## config.mk

```make
export PLATFORM = sky130hd
export DESIGN_NAME = square_crop_nearest_resize_addr_unit
export DESIGN_NICKNAME = d
export VERILOG_FILES = /design/src/sv/scnr_pkg.sv /design/src/sv/scnr_loc.sv /design/src/sv/square_crop_nearest_resize_addr_unit.sv
export SDC_FILE = /design/constraint.sdc
export NUM_CORES = 1
export LEC_CHECK = 0
export ABC_AREA = 1
export ABC_CLOCK_PERIOD_IN_PS = 11380
export BUFFER_PORTS_ARGS = -buffer_cell sky130_fd_sc_hd__buf_2
export CORE_UTILIZATION = 65
export CTS_BUF_LIST = sky130_fd_sc_hd__clkbuf_8
export CTS_CLUSTER_DIAMETER = 80
export CTS_CLUSTER_SIZE = 40
export DETAILED_ROUTE_END_ITERATION = 8
export MAX_ROUTING_LAYER = met4
export PLACE_DENSITY = 0.9
export SKIP_CTS_REPAIR_TIMING = 1
export SLEW_MARGIN = 30
export SYNTH_ARGS = -nofsm -noshare
export SYNTH_HDL_FRONTEND = slang
export SYNTH_HIERARCHICAL = 1
export SYNTH_SLANG_ARGS = --single-unit
```

## constraint.sdc

```tcl
create_clock -name clk -period 11.38 [get_ports clk]
set_input_delay 1.707 -clock clk [delete_from_list [all_inputs] [get_ports clk]]
set_output_delay 1.707 -clock clk [all_outputs]
set_load 0.02 [all_outputs]
```

## src/sv/scnr_pkg.sv

```systemverilog
// Shared types and constants for the square crop resize address unit.
package scnr_pkg;

	localparam int OUT_HEIGHT_DEF = 112;
	localparam int OUT_WIDTH_DEF  = 112;
	localparam int DET_WIDTH_DEF  = 256;
	localparam int DET_HEIGHT_DEF = 256;

	localparam int PADDR_W = 4;
	localparam int PDATA_W = 32;

	typedef enum logic [1:0] {
		REG_BOX_LEFT   = 2'd0,
		REG_BOX_TOP    = 2'd1,
		REG_BOX_RIGHT  = 2'd2,
		REG_BOX_BOTTOM = 2'd3
	} reg_idx_t;

	typedef struct packed {
		logic [6:0] out_row;
		logic [6:0] out_col;
	} in_word_t;

	typedef struct packed {
		logic [13:0] out_index;
		logic [15:0] src_index;
		logic        zero_fill;
	} out_word_t;

	// Per-stage load enables of the pipeline
	typedef struct packed {
		logic adv_s2;
		logic adv_s3;
		logic adv_s4;
	} stage_en_t;

endpackage

```

## src/sv/scnr_loc.sv

```systemverilog
// Nearest-neighbor source offset: round(k*side/N) with halves up, clamped to side-1.
module scnr_loc #(
	parameter int N_OUT = scnr_pkg::OUT_WIDTH_DEF
) (
	input  logic                clk,
	input  scnr_pkg::stage_en_t en,
	input  logic [6:0]          k_s1,
	input  logic [7:0]          side_s1,
	output logic [7:0]          loc_s4
);
	import scnr_pkg::*;

	localparam int NUM_W = 17;
	localparam int SH    = NUM_W;
	localparam int DIV   = 2 * N_OUT;
	localparam int DIV_W = $clog2(DIV + 1);
	localparam int RECIP = (1 << SH) / DIV;

	localparam logic [NUM_W-1:0] N_C     = NUM_W'(N_OUT);
	localparam logic [NUM_W-1:0] RECIP_C = NUM_W'(RECIP);
	localparam logic [DIV_W-1:0] DIV_C   = DIV_W'(DIV);

	logic [15:0]        prod_c;
	logic [NUM_W-1:0]   num_c;
	logic [NUM_W-1:0]   num_s2;
	logic [7:0]         side_s2;
	logic [2*NUM_W-1:0] recip_prod;
	logic [NUM_W-1:0]   q_s3;
	logic [NUM_W-1:0]   num_s3;
	logic [7:0]         side_s3;
	logic [NUM_W+DIV_W-1:0] qd_full;
	logic [NUM_W-1:0]   rem;
	logic [NUM_W-1:0]   q_fix;
	logic [7:0]         lim;

	// numerator 2*k*side + N
	assign prod_c = {k_s1, 1'b0} * side_s1;
	assign num_c  = {1'b0, prod_c} + N_C;

	always_ff @(posedge clk) begin
		if (en.adv_s2) begin
			num_s2  <= num_c;
			side_s2 <= side_s1;
		end
	end

	// estimate the quotient by reciprocal; it is exact or one low
	assign recip_prod = num_s2 * RECIP_C;

	always_ff @(posedge clk) begin
		if (en.adv_s3) begin
			q_s3    <= recip_prod[2*NUM_W-1:SH];
			num_s3  <= num_s2;
			side_s3 <= side_s2;
		end
	end

	assign qd_full = q_s3 * DIV_C;
	assign rem     = num_s3 - qd_full[NUM_W-1:0];
	assign q_fix   = (rem >= NUM_W'(DIV)) ? q_s3 + NUM_W'(1) : q_s3;
	assign lim     = side_s3 - 8'd1;

	always_ff @(posedge clk) begin
		if (en.adv_s4) begin
			if (q_fix > {{(NUM_W-8){1'b0}}, lim}) begin
				loc_s4 <= lim;
			end else begin
				loc_s4 <= q_fix[7:0];
			end
		end
	end

endmodule

```

## src/sv/square_crop_nearest_resize_addr_unit.sv

```systemverilog
// Square crop around a detection box and nearest-neighbor resize address generator.
// An accepted word passes through registers s1 to s5; s5 is the output register.
// Throughput: one word per cycle while rsp_stall is low; each stage loads whenever it
// is empty or drains, so bubbles close up and while a result waits input fills them.
// The critical path per stage is one narrow multiply plus an add or compare.
// Reset clears the valid bits and the four box registers to zero.
module square_crop_nearest_resize_addr_unit #(
	parameter int OUT_HEIGHT = scnr_pkg::OUT_HEIGHT_DEF,
	parameter int OUT_WIDTH  = scnr_pkg::OUT_WIDTH_DEF,
	parameter int DET_WIDTH  = scnr_pkg::DET_WIDTH_DEF,
	parameter int DET_HEIGHT = scnr_pkg::DET_HEIGHT_DEF
) (
	input  logic                          clk,
	input  logic                          arst_n,
	input  logic                          psel,
	input  logic                          penable,
	input  logic                          pwrite,
	input  logic [scnr_pkg::PADDR_W-1:0]  paddr,
	input  logic [scnr_pkg::PDATA_W-1:0]  pwdata,
	output logic [scnr_pkg::PDATA_W-1:0]  prdata,
	output logic                          pready,
	input  logic                          req_valid,
	output logic                          req_stall,
	input  scnr_pkg::in_word_t            req_word,
	output logic                          rsp_valid,
	input  logic                          rsp_stall,
	output scnr_pkg::out_word_t           rsp_word
);
	import scnr_pkg::*;

	localparam logic [8:0] OUT_H_C = 9'(OUT_HEIGHT);
	localparam logic [9:0] DET_W_C = 10'(DET_WIDTH);
	localparam logic [9:0] DET_H_L = 10'(DET_HEIGHT);
	localparam logic [8:0] DET_H_C = 9'(DET_HEIGHT);

	logic [7:0] box_left_q;
	logic [7:0] box_top_q;
	logic [7:0] box_right_q;
	logic [7:0] box_bottom_q;
	reg_idx_t   reg_sel;

	logic [7:0] bw;
	logic [7:0] bh;
	logic [7:0] side_c;
	logic [6:0] half_c;
	logic signed [9:0] ox_c;
	logic signed [9:0] oy_c;
	logic [15:0] oidx_c;

	logic v1_s1, v2_s2, v3_s3, v4_s4, v5_s5;
	logic adv_s1, adv_s5;
	stage_en_t en;

	logic [6:0]        row_s1, col_s1;
	logic [7:0]        side_s1;
	logic signed [9:0] ox_s1, ox_s2, ox_s3, ox_s4;
	logic signed [9:0] oy_s1, oy_s2, oy_s3, oy_s4;
	logic [13:0]       oidx_s1, oidx_s2, oidx_s3, oidx_s4;
	logic              zero_s1, zero_s2, zero_s3, zero_s4;
	logic [7:0]        locx_s4, locy_s4;

	logic signed [10:0] sx;
	logic signed [10:0] sy;
	logic               outside;
	logic [17:0]        src_full;
	out_word_t          rsp_s5;

	// configuration port
	assign pready  = 1'b1;
	assign reg_sel = reg_idx_t'(paddr[3:2]);

	always_ff @(posedge clk or negedge arst_n) begin
		if (!arst_n) begin
			box_left_q   <= '0;
			box_top_q    <= '0;
			box_right_q  <= '0;
			box_bottom_q <= '0;
		end else if (psel && penable && pwrite) begin
			case (reg_sel)
				REG_BOX_LEFT:   box_left_q   <= pwdata[7:0];
				REG_BOX_TOP:    box_top_q    <= pwdata[7:0];
				REG_BOX_RIGHT:  box_right_q  <= pwdata[7:0];
				REG_BOX_BOTTOM: box_bottom_q <= pwdata[7:0];
				default: ;
			endcase
		end
	end

	always_comb begin
		case (reg_sel)
			REG_BOX_LEFT:   prdata = {24'd0, box_left_q};
			REG_BOX_TOP:    prdata = {24'd0, box_top_q};
			REG_BOX_RIGHT:  prdata = {24'd0, box_right_q};
			REG_BOX_BOTTOM: prdata = {24'd0, box_bottom_q};
			default:        prdata = '0;
		endcase
	end

	// square geometry from the box; widen the shorter side about the center
	assign bw = box_right_q - box_left_q;
	assign bh = box_bottom_q - box_top_q;

	always_comb begin
		if (bw > bh) begin
			side_c = bw;
			half_c = 7'((bw - bh) >> 1);
			ox_c   = $signed({2'b00, box_left_q});
			oy_c   = $signed({2'b00, box_top_q}) - $signed({3'b000, half_c});
		end else begin
			side_c = bh;
			half_c = 7'((bh - bw) >> 1);
			ox_c   = $signed({2'b00, box_left_q}) - $signed({3'b000, half_c});
			oy_c   = $signed({2'b00, box_top_q});
		end
	end

	assign oidx_c = req_word.out_col * OUT_H_C + {9'd0, req_word.out_row};

	// stage enables: load when empty or when the next stage moves on
	assign adv_s5    = !v5_s5 || !rsp_stall;
	assign en.adv_s4 = !v4_s4 || adv_s5;
	assign en.adv_s3 = !v3_s3 || en.adv_s4;
	assign en.adv_s2 = !v2_s2 || en.adv_s3;
	assign adv_s1    = !v1_s1 || en.adv_s2;
	assign req_stall = !adv_s1;

	always_ff @(posedge clk or negedge arst_n) begin
		if (!arst_n) begin
			v1_s1 <= 1'b0;
			v2_s2 <= 1'b0;
			v3_s3 <= 1'b0;
			v4_s4 <= 1'b0;
			v5_s5 <= 1'b0;
		end else begin
			if (adv_s1)    v1_s1 <= req_valid;
			if (en.adv_s2) v2_s2 <= v1_s1;
			if (en.adv_s3) v3_s3 <= v2_s2;
			if (en.adv_s4) v4_s4 <= v3_s3;
			if (adv_s5)    v5_s5 <= v4_s4;
		end
	end

	always_ff @(posedge clk) begin
		if (adv_s1) begin
			row_s1  <= req_word.out_row;
			col_s1  <= req_word.out_col;
			side_s1 <= side_c;
			ox_s1   <= ox_c;
			oy_s1   <= oy_c;
			oidx_s1 <= oidx_c[13:0];
			zero_s1 <= (side_c == 8'd0);
		end
		if (en.adv_s2) begin
			ox_s2   <= ox_s1;
			oy_s2   <= oy_s1;
			oidx_s2 <= oidx_s1;
			zero_s2 <= zero_s1;
		end
		if (en.adv_s3) begin
			ox_s3   <= ox_s2;
			oy_s3   <= oy_s2;
			oidx_s3 <= oidx_s2;
			zero_s3 <= zero_s2;
		end
		if (en.adv_s4) begin
			ox_s4   <= ox_s3;
			oy_s4   <= oy_s3;
			oidx_s4 <= oidx_s3;
			zero_s4 <= zero_s3;
		end
	end

	scnr_loc #(
		.N_OUT (OUT_WIDTH)
	) u_loc_x (
		.clk     (clk),
		.en      (en),
		.k_s1    (col_s1),
		.side_s1 (side_s1),
		.loc_s4  (locx_s4)
	);

	scnr_loc #(
		.N_OUT (OUT_HEIGHT)
	) u_loc_y (
		.clk     (clk),
		.en      (en),
		.k_s1    (row_s1),
		.side_s1 (side_s1),
		.loc_s4  (locy_s4)
	);

	// source coordinate, frame check and column-major index
	assign sx = 11'(ox_s4) + $signed({3'b000, locx_s4});
	assign sy = 11'(oy_s4) + $signed({3'b000, locy_s4});

	assign outside = zero_s4 || sx[10] || sy[10] ||
		(sx[9:0] >= DET_W_C) || (sy[9:0] >= DET_H_L);

	assign src_full = sx[8:0] * DET_H_C + {9'd0, sy[8:0]};

	always_ff @(posedge clk) begin
		if (adv_s5) begin
			rsp_s5.out_index <= oidx_s4;
			rsp_s5.src_index <= outside ? 16'd0 : src_full[15:0];
			rsp_s5.zero_fill <= outside;
		end
	end

	assign rsp_valid = v5_s5;
	assign rsp_word  = rsp_s5;

endmodule
```

# Yosys cells after proc, flatten, opt, wreduce, memory -nomap -nowiden
# Cells that the tools add are included.
[totals]
output_inout_bits = 66
reg_bits = 342
input_bits = 57
[op_classes]
n_reduce_logical = 24
multipliers = 7
n_eq_ne = 3
mux = 8
magnitude_cmp = 7
addsub = 17
[ops]
columns = ["op", "n"]
rows = [
  ["$pmux 32 s4", 1],
  ["$mul 17x10->27 const B", 2],
  ["$mux 8", 5],
  ["$add 16x7->17 const B", 2],
  ["$ge 17x8->1 const B", 2],
  ["$gt 17x8->1", 2],
  ["$mux 17", 2],
  ["$sub 17x17->17", 2],
  ["$sub 8x8->8", 4],
  ["$mul 7x8->15", 2],
  ["$mul 10x3->12 const B", 2],
  ["$add 10x1->11 const B", 2],
  ["$add 9x9->10", 2],
  ["$ge 10x9->1 const B", 2],
  ["$sub 8x7->9", 2],
  ["$add 16x9->16", 1],
  ["$add 14x7->14", 1],
  ["$mul 7x3->10 const B", 1],
  ["$logic_or 1x1->1", 9],
  ["$gt 8x8->1", 1],
  ["$logic_not 8->1", 1],
  ["$reduce_and 2->1", 4],
  ["$sub 8x1->8 const B", 1],
  ["$logic_not 1->1", 7],
  ["other kinds (4)", 6],
]

# Longest topological paths before layout
[depth]
word_depth = 7
depth_mapped = 39
mapped_depth_nobuf = 39

# Hierarchy
# The synthesis kept the hierarchy.
[modules_own_cells]
columns = ["module", "n_inst", "area_each_um2", "cells_each"]
rows = [
  ["square_crop_nearest_resize_addr_unit", 1, 11050.6, 1012],
  ["scnr_loc at u_loc_y", 1, 8085.3, 976],
  ["scnr_loc at u_loc_x", 1, 7881.3, 938],
]

# Least setup slack after synthesis
# Ideal clock, no wire load.
[synth_path]
kind = "input port to output port"
startpoint = "input rsp_stall"
endpoint = "output req_stall"
n_path_buf = 0
setup_slack_ns = 2.003
t_arrival_ns = 7.670
required_time_ns = 9.673
cell_stages = 8
cell_sequence = "nand2_1 > nor2_1 > inv_1 > nor2_1 > inv_1 > nor2_1 > inv_1 > nor2_1"
[synth_lines]
columns = ["item", "line_no", "source"]
rows = [
  ["start: declaration", "square_crop_nearest_resize_addr_unit.sv:26", "input logic rsp_stall,"],
  ["end: declaration", "square_crop_nearest_resize_addr_unit.sv:23", "output logic req_stall,"],
]

# Worst setup path in the final report
[layout_path]
startpoint = "register u_loc_x.q_s3[2]"
endpoint = "register u_loc_x.loc_s4[4] (data pin)"
[layout_between]
elab_chain_cells = 6
word_cells_on_any_way = 7
classes_between = "add/sub (2); mul (1); order compare (2); mux (2)"
[layout_rtl]
columns = ["item", "line_no", "source"]
rows = [
  ["start: declaration", "scnr_loc.sv:28", "logic [NUM_W-1:0] q_s3;"],
  ["start signal: assignment", "scnr_loc.sv:52", "q_s3 <= recip_prod[2*NUM_W-1:SH];"],
  ["$mul 10x3->12", "scnr_loc.sv:58", "assign qd_full = q_s3 * DIV_C;"],
  ["$sub 17x17->17", "scnr_loc.sv:59", "assign rem = num_s3 - qd_full[NUM_W-1:0];"],
  ["$ge 17x8->1", "scnr_loc.sv:60", "assign q_fix = (rem >= NUM_W'(DIV)) ? q_s3 + NUM_W'(1) : q_s3;"],
  ["$mux 17 *", "scnr_loc.sv:60", ""],
  ["$gt 17x8->1", "scnr_loc.sv:65", "if (q_fix > {{(NUM_W-8){1'b0}}, lim}) begin"],
  ["$mux 8 *", "scnr_loc.sv:65", ""],
  ["end signal: assignment", "scnr_loc.sv:66", "loc_s4 <= lim;"],
  ["end signal: assignment", "scnr_loc.sv:68", "loc_s4 <= q_fix[7:0];"],
  ["end: declaration", "scnr_loc.sv:9", "output logic [7:0] loc_s4"],
]
# Every way passes the cells marked *; elsewhere a longest branch is shown, timed or not.
# A chain may end at the register's enable or synchronous reset.

==> results.md <==
Floorplanning:
- The die is 205.9 um tall.
- The core region is 40920 um2.
- The area enclosed by the die boundary is 42380 um2.
- The floorplan step set the die width to 205.9 um.
- The number of rows created at floorplan is 74.
- The initial core utilization is 66.02%.
- For this design the top-level I/O count stands at 123.

Job:
- The tool flagged a number of max-cap violations equal to 0.

Clocking:
- The CTS tree is built.
- The deepest level of the CTS H-tree is 1.
- In this run the clock root is driven by a sky130_fd_sc_hd__clkbuf_8.
- The clock net sink count is 342.
- Clock tree synthesis inserted a total of 18 buffers.
- Counting along the longest clock path gives a buffer depth of 3.
- For the worst-skew pair, the clock arrives at the later sink with an insertion delay of 620 ps.
- The clock transition at the registers of the reported paths is 190 ps.

Placed design:
- The post-detailed-placement half-perimeter wirelength is 44900 um.
- In this run the tool buffered the top-level ports with 71 buffer cells.
- The post-place setup slack is 5110 ps.
- The post-place instance area is 27820 um2.
- The congestion estimate from routability-driven global placement came to 0.9402.

Setup path:
- For this design, the slowest cell found on the critical path is sky130_fd_sc_hd__edfxtp_1.
- Of all nets on the critical path, the largest fanout is 13.
- Data arrives at the worst endpoint at 6710 ps.
- The cell repeated most along the worst path is sky130_fd_sc_hd__nand2_1.
- STA classifies the critical path endpoint as a flop.
- The setup path with the least slack is of type reg -> reg.
- At the worst endpoint, the required time is 11780 ps.
- The startpoint class of the critical path is a flop.
- The largest single stage delay on the critical path is 580 ps.

Timing:
- At the pin with the least slew margin, the transition time is 954.3 ps.
- Dividing the final minimum period by the clock period gives 55.48%.
- Setup repair after global routing left no endpoint under its margin.
- Adding up every negative setup slack in the final design gives 0 ps.
- Headroom to the max-slew limit came out at 36.38%.
- The maximum clock rate is 0.1584 GHz.
- The total setup violations reported at the end of the flow is 0.
- The final number of hold-violating endpoints came to 0.
- In the post-route analysis, the smallest setup slack over all paths is 5066 ps.
- Across the routed clock network, the largest skew measured is 48.44 ps.
- The final critical-path required period is 6314 ps.
- The final count of pins violating max slew was 0.

Global routing:
- The number of antenna violations at the first check in global routing is 0.
- The total overflow left after global routing is 0.
- The total global routing track utilization is 27.75%.
- The first global-routing pass estimated 91700 um of wire.
- Entering global routing, the biggest net connects 78 pins.
- The number of global-route vias before repair came to 19630.

Layout:
- The library cell used most frequently in the layout, excluding fill and tap cells, is sky130_fd_sc_hd__nand2_1.
- The final antenna diode count is 0.
- After routing the design area is 28320 um2.
- The share of final-layout standard cells stronger than drive strength 1 is 6.196%.
- The net total in the final layout is 3523.
- Leaving out fill and tap cells, the most frequent cells in the layout are sky130_fd_sc_hd__nand2_1 (635), sky130_fd_sc_hd__inv_1 (575), sky130_fd_sc_hd__ha_1 (340), sky130_fd_sc_hd__edfxtp_1 (305), sky130_fd_sc_hd__nand3_1 (143).
- Compared with the post-synthesis result, the final layout area differs by 4.840%.

Synth:
- For this run, the number of Yosys warnings is 6.
- The count of mapped cells out of synthesis is 2926.
- The average instance in the mapped netlist occupies 9.233 um2.
- The synthesized netlist occupies a cell area of 27020 um2.
- The flip-flop and latch count after synthesis is 342.
- The sequential fraction of the synthesis area is 37.33%.
- The count of different cell masters after synthesis is 56.
- The share of synthesized flip-flops with an asynchronous set or reset is 10.82%.
- Yosys mapped a number of flops with a built-in enable equal to 305.
- Among all flip-flop cells after synthesis, the most frequent one is sky130_fd_sc_hd__edfxtp_1.

Route:
- The routed design has 55740 um of wire.
- The count of nets left with antenna violations after detail routing is 0.
- The routed via count is 19520.
- The DRC marker count from the first detailed-route iteration is 1211.
- The residual DRC count is 0.
- The number of iterations in the first detailed-routing pass is 6.
- After detailed routing, the number of vias per cell comes to 5.525.
- After detailed routing, the average wire length per cell comes to 15.77 um.

Min path:
- The path category of the worst min-delay check is reg -> reg.

Outcome:
- The run finished with clean final reports.
[worst paths after layout]
check                                     startpoint                     endpoint  slack [ps]  cells after the start
max in group asynchronous                     arst_n     box_top_q[1]$_DFFE_PN0P_        9950                      1
min reg2reg                       ox_s1[4]$_DFFE_PN_           ox_s2[4]$_DFFE_PP_         410                      0
min in group asynchronous                     arst_n            v4_s4$_DFFE_PN0P_        1020                      1
max                        u_loc_x/q_s3[2]$_DFFE_PP_  u_loc_x/loc_s4[4]$_DFFE_PP_        5070                     34
max reg2reg                u_loc_x/q_s3[2]$_DFFE_PP_  u_loc_x/loc_s4[4]$_DFFE_PP_        5070                     34
min                               ox_s1[4]$_DFFE_PN_           ox_s2[4]$_DFFE_PP_         410                      0
[layer usage]
layer  track usage, %  up-vias  part of all wire (%)
li1                 -     9531                     -
met5                -        -                     0
met3            3.138       96                   5.5
met4            7.064        0                   2.1
met1            35.65     9328                    43
met2            47.05      569                    49
[sequential cells by signal, indices dropped and copies added (netlist names), 10 cells and up]
name            flops
rsp_word           31
u_loc_x/num_s2     16
u_loc_y/num_s2     16
oidx_s2            14
oidx_s3            14
oidx_s4            14
u_loc_x/num_s3     12
u_loc_y/num_s3     12
oidx_s1            10
u_loc_x/q_s3       10
u_loc_y/q_s3       10
[cell usage after synthesis (4+ instances only)]
cell type,instances,area [um2]
sky130_fd_sc_hd__nand2_1,636,2387
sky130_fd_sc_hd__inv_1,579,2173
sky130_fd_sc_hd__ha_1,340,4254
sky130_fd_sc_hd__edfxtp_1,305,9159
sky130_fd_sc_hd__nand3_1,143,715.7
sky130_fd_sc_hd__fa_1,136,2723
sky130_fd_sc_hd__nor2_1,124,465.5
sky130_fd_sc_hd__a21oi_1,121,605.6
sky130_fd_sc_hd__xor2_1,88,770.7
sky130_fd_sc_hd__o21ai_0,87,435.4
sky130_fd_sc_hd__xnor2_1,45,394.1
sky130_fd_sc_hd__nand4_1,40,250.2
sky130_fd_sc_hd__dfrtp_1,37,925.9
sky130_fd_sc_hd__buf_4,27,202.7
sky130_fd_sc_hd__clkbuf_1,20,75.07
sky130_fd_sc_hd__o21bai_1,14,105.1
sky130_fd_sc_hd__nand2_2,13,81.33
sky130_fd_sc_hd__a21o_1,11,82.58
sky130_fd_sc_hd__nor3_1,11,55.05
sky130_fd_sc_hd__o21ai_1,11,55.05
sky130_fd_sc_hd__nor2_2,10,62.56
sky130_fd_sc_hd__or2_2,10,62.56
sky130_fd_sc_hd__a31oi_1,9,56.30
sky130_fd_sc_hd__nand3_2,9,90.09
sky130_fd_sc_hd__inv_2,7,26.28
sky130_fd_sc_hd__nand3b_1,7,52.55
sky130_fd_sc_hd__nor4_1,7,43.79
sky130_fd_sc_hd__o211ai_1,6,45.04
sky130_fd_sc_hd__a21oi_2,5,43.79
sky130_fd_sc_hd__a221oi_1,5,43.79
sky130_fd_sc_hd__a22oi_1,5,37.54
sky130_fd_sc_hd__buf_6,5,56.30
sky130_fd_sc_hd__clkinv_1,5,18.77
sky130_fd_sc_hd__o21a_1,5,37.54
sky130_fd_sc_hd__nand2_4,4,45.04
sky130_fd_sc_hd__xor2_2,4,65.06
[logic make-up after synthesis]
family,share of synthesized area [%]
simple gates,16.59
buf+inv,9.485
fa+ha+maj,25.82
flops,37.33
compound gates,6.192
xor+xnor,4.552
other cells,0.02780
[stage by stage]
step	util, %	hold WS [ps]	std cells
floorplan	-	400.3	2949
global placement	67.97	400.8	3502
detailed placement	67.97	404.5	3502
CTS	69.18	404.2	3534
global route	69.21	400.5	3534
finish	69.21	408.2	3534
[worst max-delay path: cells and delay by family, from the launching register on]
kind / cells / cell delay, ps
AND/OR/NAND/NOR: 18 / 1990
adder cells (fa/ha/maj): 5 / 1820
AO/OA/AOI/OAI: 7 / 1110
flip-flops: 1 / 580
XOR/XNOR: 2 / 490
buffers and inverters: 2 / 120
[cell type report]
class | count | area (um2)
well taps | 532 | 665.6
repair buffers | 75 | 391.6
clock buffers | 19 | 261.5
flip-flops and latches | 342 | 10080
fillers | 2984 | 12600
inverters | 591 | 2221
multi-input cells | 1962 | 14460
clock inverters | 13 | 236.5
Power is left out: the tool's default activity adds up to more than one toggle a clock period on the data nets, which glitch-free logic cannot reach.
